[config.mk]
export PLATFORM = sky130hd
export DESIGN_NAME = lsrp_dly
export DESIGN_NICKNAME = d
export VERILOG_FILES = /design/src/hw/rtl/lsrp_dly.sv
export SDC_FILE = /design/constraint.sdc
export NUM_CORES = 1
export LEC_CHECK = 0
export BUFFER_PORTS_ARGS = -buffer_cell sky130_fd_sc_hd__buf_2
export CAP_MARGIN = 25
export CORE_MARGIN = 2
export CORE_UTILIZATION = 41
export CTS_CLUSTER_DIAMETER = 200
export CTS_CLUSTER_SIZE = 10
export DETAILED_ROUTE_END_ITERATION = 6
export PLACE_DENSITY = 0.81
export REMOVE_ABC_BUFFERS = 1
export SYNTH_ARGS = -nofsm -noshare
export SYNTH_HDL_FRONTEND = slang
export SYNTH_SLANG_ARGS = --single-unit
[constraint.sdc]
create_clock -name clk -period 0.8 [get_ports clk]
set_clock_uncertainty 0.15 [all_clocks]
set_input_delay 0.08 -clock clk [delete_from_list [all_inputs] [get_ports clk]]
set_output_delay 0.08 -clock clk [all_outputs]
set_load 0.05 [all_outputs]
[src/hw/rtl/lsrp_dly.sv]
// Valid bit plus sideband delay line, one register per stage.
// Standalone; matches the latency of the arithmetic units it runs beside.
module lsrp_dly #(
  parameter int DEPTH = 2,
  parameter int W     = 8
) (
  input  logic         clk,
  input  logic         rst_n,
  input  logic         en,
  input  logic         v_in,
  input  logic [W-1:0] d_in,
  output logic         v_out,
  output logic [W-1:0] d_out
);

  logic         v_r [DEPTH];
  logic [W-1:0] d_r [DEPTH];

  for (genvar i = 0; i < DEPTH; i++) begin : g_stage
    logic         v_nxt;
    logic [W-1:0] d_nxt;
    if (i == 0) begin : g_first
      assign v_nxt = v_in;
      assign d_nxt = d_in;
    end else begin : g_next
      assign v_nxt = v_r[i-1];
      assign d_nxt = d_r[i-1];
    end

    always_ff @(posedge clk) begin
      if (!rst_n) begin
        v_r[i] <= 1'b0;
      end else if (en) begin
        v_r[i] <= v_nxt;
      end
    end

    always_ff @(posedge clk) begin
      if (en) begin
        d_r[i] <= d_nxt;
      end
    end
  end

  assign v_out = v_r[DEPTH-1];
  assign d_out = d_r[DEPTH-1];

endmodule

==> flow_metrics.env <==
export IMPL_clockBufferDepth=2
export IMPL_failed_checks="negative hold slack, negative setup slack"
export IMPL_status="finished, violations left"
export IMPL_cp_slowest_stage_delay_ns=0.39
export IMPL_min_period_ns=1.07
export IMPL_finalNetCount=62
export IMPL_startpoint_type="register"
export IMPL_num_io_pins=21
export IMPL_drive_gt1_share_pct=57.1
export IMPL_crit_family="flip-flops"
export IMPL_synth_top_area_share_pct=82.3
export IMPL_instances_no_fill=65
export IMPL_synth_top_cell_by_area="edfxtp_1"
export IMPL_p_leak_nw=0.329
export IMPL_num_rows=14
export IMPL_synth_seq_cells=18
export IMPL_cts_root_buf="clkbuf_4"
export IMPL_grt_antenna_before_repair=0
export IMPL_wl_per_cell_um=10.8
export IMPL_synth_yosys_warnings=0
export IMPL_cts_buffers=3
export IMPL_via_count=284
export IMPL_first_global_vias=289
export IMPL_clk_latency_ns=0.28
export IMPL_max_freq_mhz=934
export IMPL_hold_violations=12
export IMPL_cp_arrival_ns=0.84
export IMPL_antenna_left=0
export IMPL_start_util_pct=42.7
export IMPL_slowest_stage="edfxtp_1"
export IMPL_setup_viol=10
export IMPL_synthCells=30
export IMPL_final_max_slew_violation_count=0
export IMPL_rsz0062_at_grt="true"
export IMPL_tightest_slew_ns=0.185
export IMPL_cp_required_ns=0.57
export IMPL_clk_transition_reported_paths_ns=0.09
export IMPL_synth_area_leaders="edfxtp_1 82%, buf_4 9.7%, dfxtp_1 3.2%"
export IMPL_dp_cells=61
export IMPL_critical_path_class="reg2out"
export IMPL_die_h_um=42.9
export IMPL_gp_congestion=0.637
export IMPL_relSlewSlack_pct=87.6
export IMPL_io_buffers=20
export IMPL_grt_usage_pct=9.13
export IMPL_cap_viol_max_count=0
export IMPL_core_sq_um=1450
export IMPL_post_cts_buffers=0
export IMPL_cts_tree="done"
export IMPL_area_growth_syn_to_layout_pct=31.5
export IMPL_grt_pass1_wl_um=1140
export IMPL_cp_end_kind="output pin"
export IMPL_fin_util_pct=56.1
export IMPL_yosysSeqAreaShare_pct=85.5
export IMPL_whs_ns=-0.183
export IMPL_drc=0
export IMPL_viasPerCell=4.37
export IMPL_fin_tns_setup_ns=-2.33
export IMPL_diodes=0
export IMPL_drt_total_wl_um=703
export IMPL_critPathMaxFanout=1
export IMPL_grt_overflow=0
export IMPL_firstDrtPassIters=4
export IMPL_grt_max_degree=11
export IMPL_cts_sinks=18
export IMPL_fp_dieW_um=42.9
export IMPL_path_cells="buf_6"
export IMPL_ys_types=7
export IMPL_synth_area_sq_um=621
export IMPL_syn_area_per_cell_sq_um=20.7
export IMPL_ir_drop_mv=1.12
export IMPL_cts_htree_levels=1
export IMPL_fin_crit_sh_pct=134
export IMPL_timing_final_ws_setup_ns=-0.271
export IMPL_hp_class="in2reg"
export IMPL_p_per_area_nw_per_um2=2210
export IMPL_die_area_sq_um=1840
export IMPL_dr_first_iter_drc_count=2
export IMPL_cp_buffers_inverters=1
-- state kept, by name (all words and copies together), names as in the netlist --
name / count
d_r: 16
v_r: 2
-- cells in the final DEF (no fill, tap or decap) --
cell	synthesis	layout
buf_12	0	2
clkbuf_4	0	3
buf_4	8	1
buf_6	0	8
nor2b_1	1	1
nand2b_1	1	1
buf_2	0	11
mux2i_1	1	1
edfxtp_1	17	17
clkinv_1	0	1
buf_8	0	1
and3_2	1	1
dfxtp_2	0	1
-- cells in the mapped netlist (all sizes together) --
| library cell | count |
|---|---|
| edfxtp | 17 |
| buf | 8 |
| mux2i | 1 |
| nand2b | 1 |
| nor2b | 1 |
| and3 | 1 |
| dfxtp | 1 |
-- where the power goes --
group | internal [mW] | switching (mW)
logic | 0.103 | 0.144
registers | 1.11 | 0.0229
clock network | 0.181 | 0.245
-- per-layer routing --
metal  global-route usage (%)  vias up  routed length, um
met5                        0        -                  0
met4                     7.50        0                  0
met3                     2.98        0                 71
met2                     15.8       18                355
met1                     8.55      126                276
li1                         -      140                  -
-- worst register-to-register path, stage by stage, from the launching register on --
cell and delay, ns:
edfxtp_1 0.38, mux2i_1 0.14, nor2b_1 0.06
-- final timing paths --
path / slack (ns) / from / cells after the start / end
worst max-delay path: -0.27 / d_r[0][12] / 1 / d_out[4]
worst min-delay path: -0.18 / d_in[0] / 1 / d_r[0][0]
worst max register to register: -0.03 / v_r[0] / 2 / v_r[1]
worst min register to register: 0.28 / d_r[0][7] / 0 / d_r[0][15]
-- kinds of logic after synthesis --
logic type	synth area share [%]
flip-flops	85.5
buffers and inverters	9.68
AND/OR/NAND/NOR	3.23
multiplexers	1.61
-- stage by stage --
step | cell area (sq um) | hold slack [ns] | power [mW] | setup WS [ns]
2_1_floorplan | 561 | 0.0289 | 1.26 | -0.253
5_1_grt | 816 | -0.204 | 1.88 | -0.312
3_3_place_gp | 728 | 0.107 | 1.35 | -0.0596
3_5_place_dp | 728 | 0.109 | 1.36 | -0.0693
4_1_cts | 816 | -0.193 | 1.83 | -0.295
6_report | 816 | -0.183 | 1.80 | -0.271
-- what timing repair did --
action | in CTS | in global routing
resized for setup | 20 | 0
endpoints found under the hold margin | 12 | 12
setup endpoints to repair | 11 | 12
cloned | 0 | 0
-- cell type report --
class	count	area [sq um]
Fill cell	118	638
Sequential cell	18	532
Timing Repair Buffer	23	208
Multi-Input combinational cell	4	30.0
Clock buffer	3	22.5
Tap cell	16	20.0
Clock inverter	1	3.75
Power figures use the tool's default switching activity.
