**config.mk**
```make
export PLATFORM = sky130hd
export DESIGN_NAME = lsrp_sqrt
export DESIGN_NICKNAME = d
export VERILOG_FILES = /design/src/hw/rtl/lsrp_sqrt.sv
export SDC_FILE = /design/constraint.sdc
export NUM_CORES = 2
export LEC_CHECK = 0
export BUFFER_PORTS_ARGS = -buffer_cell sky130_fd_sc_hd__buf_2
export CORE_MARGIN = 2
export CORE_UTILIZATION = 52
export DETAILED_ROUTE_END_ITERATION = 10
export GPL_TIMING_DRIVEN = 0
export PLACE_DENSITY = 0.77
export SLEW_MARGIN = 15
export SYNTH_ARGS = -nofsm -noshare
export SYNTH_HDL_FRONTEND = slang
export SYNTH_SLANG_ARGS = --single-unit
```
**constraint.sdc**
```tcl
create_clock -name clk -period 4.68 [get_ports clk]
set_input_delay 0.468 -clock clk [delete_from_list [all_inputs] [get_ports clk]]
set_output_delay 0.468 -clock clk [all_outputs]
set_load 0.005 [all_outputs]
```
**src/hw/rtl/lsrp_sqrt.sv**
```systemverilog
// Pipelined integer square root, one result bit per stage (floor).
// Standalone; advances on en.
module lsrp_sqrt #(
  parameter int IW = 50
) (
  input  logic            clk,
  input  logic            en,
  input  logic [IW-1:0]   rad,
  output logic [IW/2-1:0] root
);

  localparam int OW = IW / 2;
  localparam int RW = OW + 3;

  logic [RW-1:0] rem_r  [OW];
  logic [OW-1:0] root_r [OW];
  logic [IW-1:0] rad_r  [OW];

  for (genvar i = 0; i < OW; i++) begin : g_stage
    logic [RW-1:0] rem_in;
    logic [OW-1:0] root_in;
    logic [IW-1:0] rad_in;
    logic [RW-1:0] t;
    logic [RW-1:0] trial;
    logic          ge;

    if (i == 0) begin : g_first
      assign rem_in  = '0;
      assign root_in = '0;
      assign rad_in  = rad;
    end else begin : g_next
      assign rem_in  = rem_r[i-1];
      assign root_in = root_r[i-1];
      assign rad_in  = rad_r[i-1];
    end

    // bring down two radicand bits, try root*4+1
    assign t     = {rem_in[RW-3:0], rad_in[IW-1:IW-2]};
    assign trial = RW'({root_in, 2'b01});
    assign ge    = (t >= trial);

    always_ff @(posedge clk) begin
      if (en) begin
        rem_r[i]  <= ge ? (t - trial) : t;
        root_r[i] <= {root_in[OW-2:0], ge};
        rad_r[i]  <= rad_in << 2;
      end
    end
  end

  assign root = root_r[OW-1];

endmodule

```
==> impl_metrics.tcl <==
set metrics [dict create \
    final_common_cell "edfxtp_1" \
    multi_input_area_mm2 0.0223 \
    syn2layout_area_growth_pct 12.1 \
    htree_levels 4 \
    dieHeight_um 370 \
    crit_fanout 10 \
    cap_violations 0 \
    run_status "complete, no violations" \
    yosysWarnings 0 \
    place.detailed.hpwl_um 89100 \
    overflow 0 \
    share_comb_of_total_power_pct 18.3 \
    clk_pin_slew_ns 0.06 \
    drt_iter0_drc 3419 \
    placed_cells 7143 \
    reg2reg_slack_ns 0.24 \
    viasPerCell 5.53 \
    dieWidth_um 370 \
    wl_um 128000 \
    worstPathBufferInverterCount 4 \
    dr_total_vias 41400 \
    drtAntennaViolNets 0 \
    ys_types 82 \
    wl_per_cell_um 17.1 \
    cts.sinks 1514 \
    layout_common_cells "edfxtp_1 (1,514), inv_1 (434), ha_1 (352), nor2_1 (348), nand2_1 (319)" \
    crit_arrival_ns 4.91 \
    power.internal_w 0.0270 \
    tightest_slew_ns 1.03 \
    numCtsBuffers 155 \
    die-area_mm2 0.137 \
    grt_pass1_wl_um 207000 \
    drtPass1Iterations 9 \
    slew_viol_final 0 \
    powerDensity_mw_per_mm2 472 \
    cts-root-buf "clkbuf_16" \
    startpoint_type "flop" \
    cts_buffer_depth 3 \
    final_cells 7477 \
    p_seq_share_pct 48.9 \
    post-route-period-util_pct 94.8 \
    end_kind "flop" \
    synth-seq-area-share_pct 65.2 \
    finalClockSkew_ns 0.0361 \
    required_ns 5.16 \
    grt_max_degree 161 \
    worst_ir_drop_vdd_mv 0.376 \
    swShare_pct 26.8 \
    synth-async-reset-ratio_pct 0 \
    finalSetupTns_ns 0 \
    io_buffers 76 \
    nets 5987 \
    synth_edf_count 1514 \
    grt_pass1_vias 41000 \
    drive_above_1_share_pct 6.97 \
    track_usage_pct 18.7 \
    num-fill-cells 10200 \
    layout_min_cycle_time_ns 4.44 \
    clkPwrFrac_pct 32.8 \
    setup_viol 0 \
    cp_cell_sequence "inv_1 -> ha_1 -> nor2b_1 -> o2111ai_1 -> nand3_1 -> a32oi_1 -> o211ai_1 -> a221o_1 -> or2_1 -> clkbuf_1 -> clkbuf_1 -> buf_1 -> a21oi_1" \
    antenna_found_initial 1 \
    cp_common_cell "clkbuf_1" \
    seq_area_mm2 0.0455 \
    p_leak_nw 29.8 \
    syn_nets 5693 \
    fmax_ghz 0.225 \
    power.switching_w 0.00990 \
    insertedDiodeCount 0 \
    initial_utilization_pct 52.3 \
    hold_class "in2reg" \
    avgSynthCellArea_um2 13.2 \
    synthCells 5289 \
    rows 134 \
    insertion_delay_ns 0.76 \
    power_w 0.0369 \
    cp_top_family "buffers and inverters" \
    io_pins 77 \
    cpMaxStageDelayCell "buf_1" \
    timing.slew.headroom_pct 30.7 \
    ys_seq_elements 1514 \
    netlist_area_mm2 0.0697 \
    hold_viol 0 \
    whs_ns 0.0850 \
    rsz0062_at_grt "no" \
    drcViolationCount 0 \
    cts_tree "built" \
    core_mm2 0.133 \
    ys.flop_type "edfxtp_1" \
    place_congestion 0.963 \
    max_stage_delay_ns 0.61 \
    path_class "reg2reg" \
]
[power by group through the flow]
stage | combinational, W | sequential (W) | clock, W
2_1_floorplan | 0.00502 | 0.0179 | 0
3_3_place_gp | 0.00639 | 0.0189 | 0
3_5_place_dp | 0.00659 | 0.0183 | 0
4_1_cts | 0.00668 | 0.0181 | 0.0124
5_1_grt | 0.00757 | 0.0182 | 0.0130
6_report | 0.00675 | 0.0181 | 0.0121
[kinds of logic after synthesis]
kind of cell	after synthesis	share of synthesized area (%)
AND/OR/NAND/NOR	1344	9.62
adder cells (fa/ha/maj)	352	6.32
other	1	0.00538
buffers and inverters	522	2.81
multiplexers	53	0.851
XOR/XNOR	482	6.06
flip-flops	1514	65.2
AO/OA/AOI/OAI	1021	9.10
[registers in the layout (all words and copies together) (netlist names)]
signal  cells
root_r    325
rad_r     600
rem_r     589
[per-layer routing]
layer	GRT usage [%]	wire (um)	share of wire [%]
met3	2.95	5770	4.5
met1	24.0	54000	42
met2	32.3	64400	50
met5	0	0	0
met4	6.64	3640	2.8
[worst reg2reg max path: cells and delay by family (launching register included)]
| family | cells | cell delay, ns |
|---|---|---|
| AOI/OAI and AO/OA | 5 | 1.11 |
| buffers and inverters | 4 | 1.76 |
| DFF | 1 | 0.37 |
| adders and majority gates | 1 | 0.33 |
| and+or+nand+nor | 3 | 0.56 |
[cells in the mapped netlist (10+ instances only)]
| cell type | number | share of area, % |
|---|---|---|
| edfxtp_1 | 1514 | 65 |
| inv_1 | 434 | 2.3 |
| ha_1 | 352 | 6.3 |
| nor2_1 | 348 | 1.9 |
| a21oi_1 | 319 | 2.3 |
| nand2_1 | 319 | 1.7 |
| xnor2_1 | 286 | 3.6 |
| o21ai_0 | 252 | 1.8 |
| xor2_1 | 196 | 2.5 |
| nor3_1 | 119 | 0.85 |
| a21o_1 | 117 | 1.3 |
| nand3_1 | 86 | 0.62 |
| clkbuf_1 | 79 | 0.43 |
| o21a_1 | 76 | 0.82 |
| nand2b_1 | 69 | 0.62 |
| nor2b_1 | 62 | 0.56 |
| nor4_1 | 61 | 0.55 |
| nand4_1 | 60 | 0.54 |
| or3_1 | 51 | 0.46 |
| mux2_2 | 50 | 0.81 |
| o31ai_1 | 40 | 0.43 |
| or4_1 | 35 | 0.38 |
| a31oi_1 | 30 | 0.27 |
| o21bai_1 | 29 | 0.31 |
| and3_1 | 26 | 0.23 |
| a211oi_1 | 22 | 0.24 |
| nand3b_1 | 20 | 0.22 |
| or2_2 | 20 | 0.18 |
| o211ai_1 | 19 | 0.20 |
| a21boi_0 | 16 | 0.17 |
| and2_1 | 15 | 0.13 |
| nand4b_1 | 13 | 0.16 |
| o31a_1 | 11 | 0.14 |
| and4_1 | 10 | 0.13 |
[through the flow]
step,utilization (%),instance area [um2],setup WS [ns]
final,58.6,78200,0.242
after global routing,58.6,78200,0.0813
after CTS,58.6,78100,0.356
after detailed placement,54.4,72600,0.380
after global placement,54.2,72300,-19.48
after floorplan,-,69700,1.40
[what timing repair did]
item                                    4_1_cts  5_1_grt
endpoints found under the setup margin        0        3
buffers inserted                              0        0
hold buffers                                 51        0
endpoints found under the hold margin        51        0
gates resized for setup                       0        1
[area by class of cell]
class | count | area share, %
plain buffers | 88 | 0.423
clock buffers | 185 | 5.16
clock inverters | 98 | 1.30
inverters | 434 | 2.08
multi-input cells | 3253 | 28.5
flip-flops and latches | 1514 | 58.2
well taps | 1768 | 2.83
repair buffers | 137 | 1.51
[final timing paths]
kind,start,endpoint,depth (start not counted)
max,root_r[1][100],rem_r[2][156],13
min,en,rad_r[0][51],1
max reg2reg,root_r[1][100],rem_r[2][156],13
min reg2reg,rad_r[1][279],rad_r[1][329],0
Power figures use the tool's default switching activity.
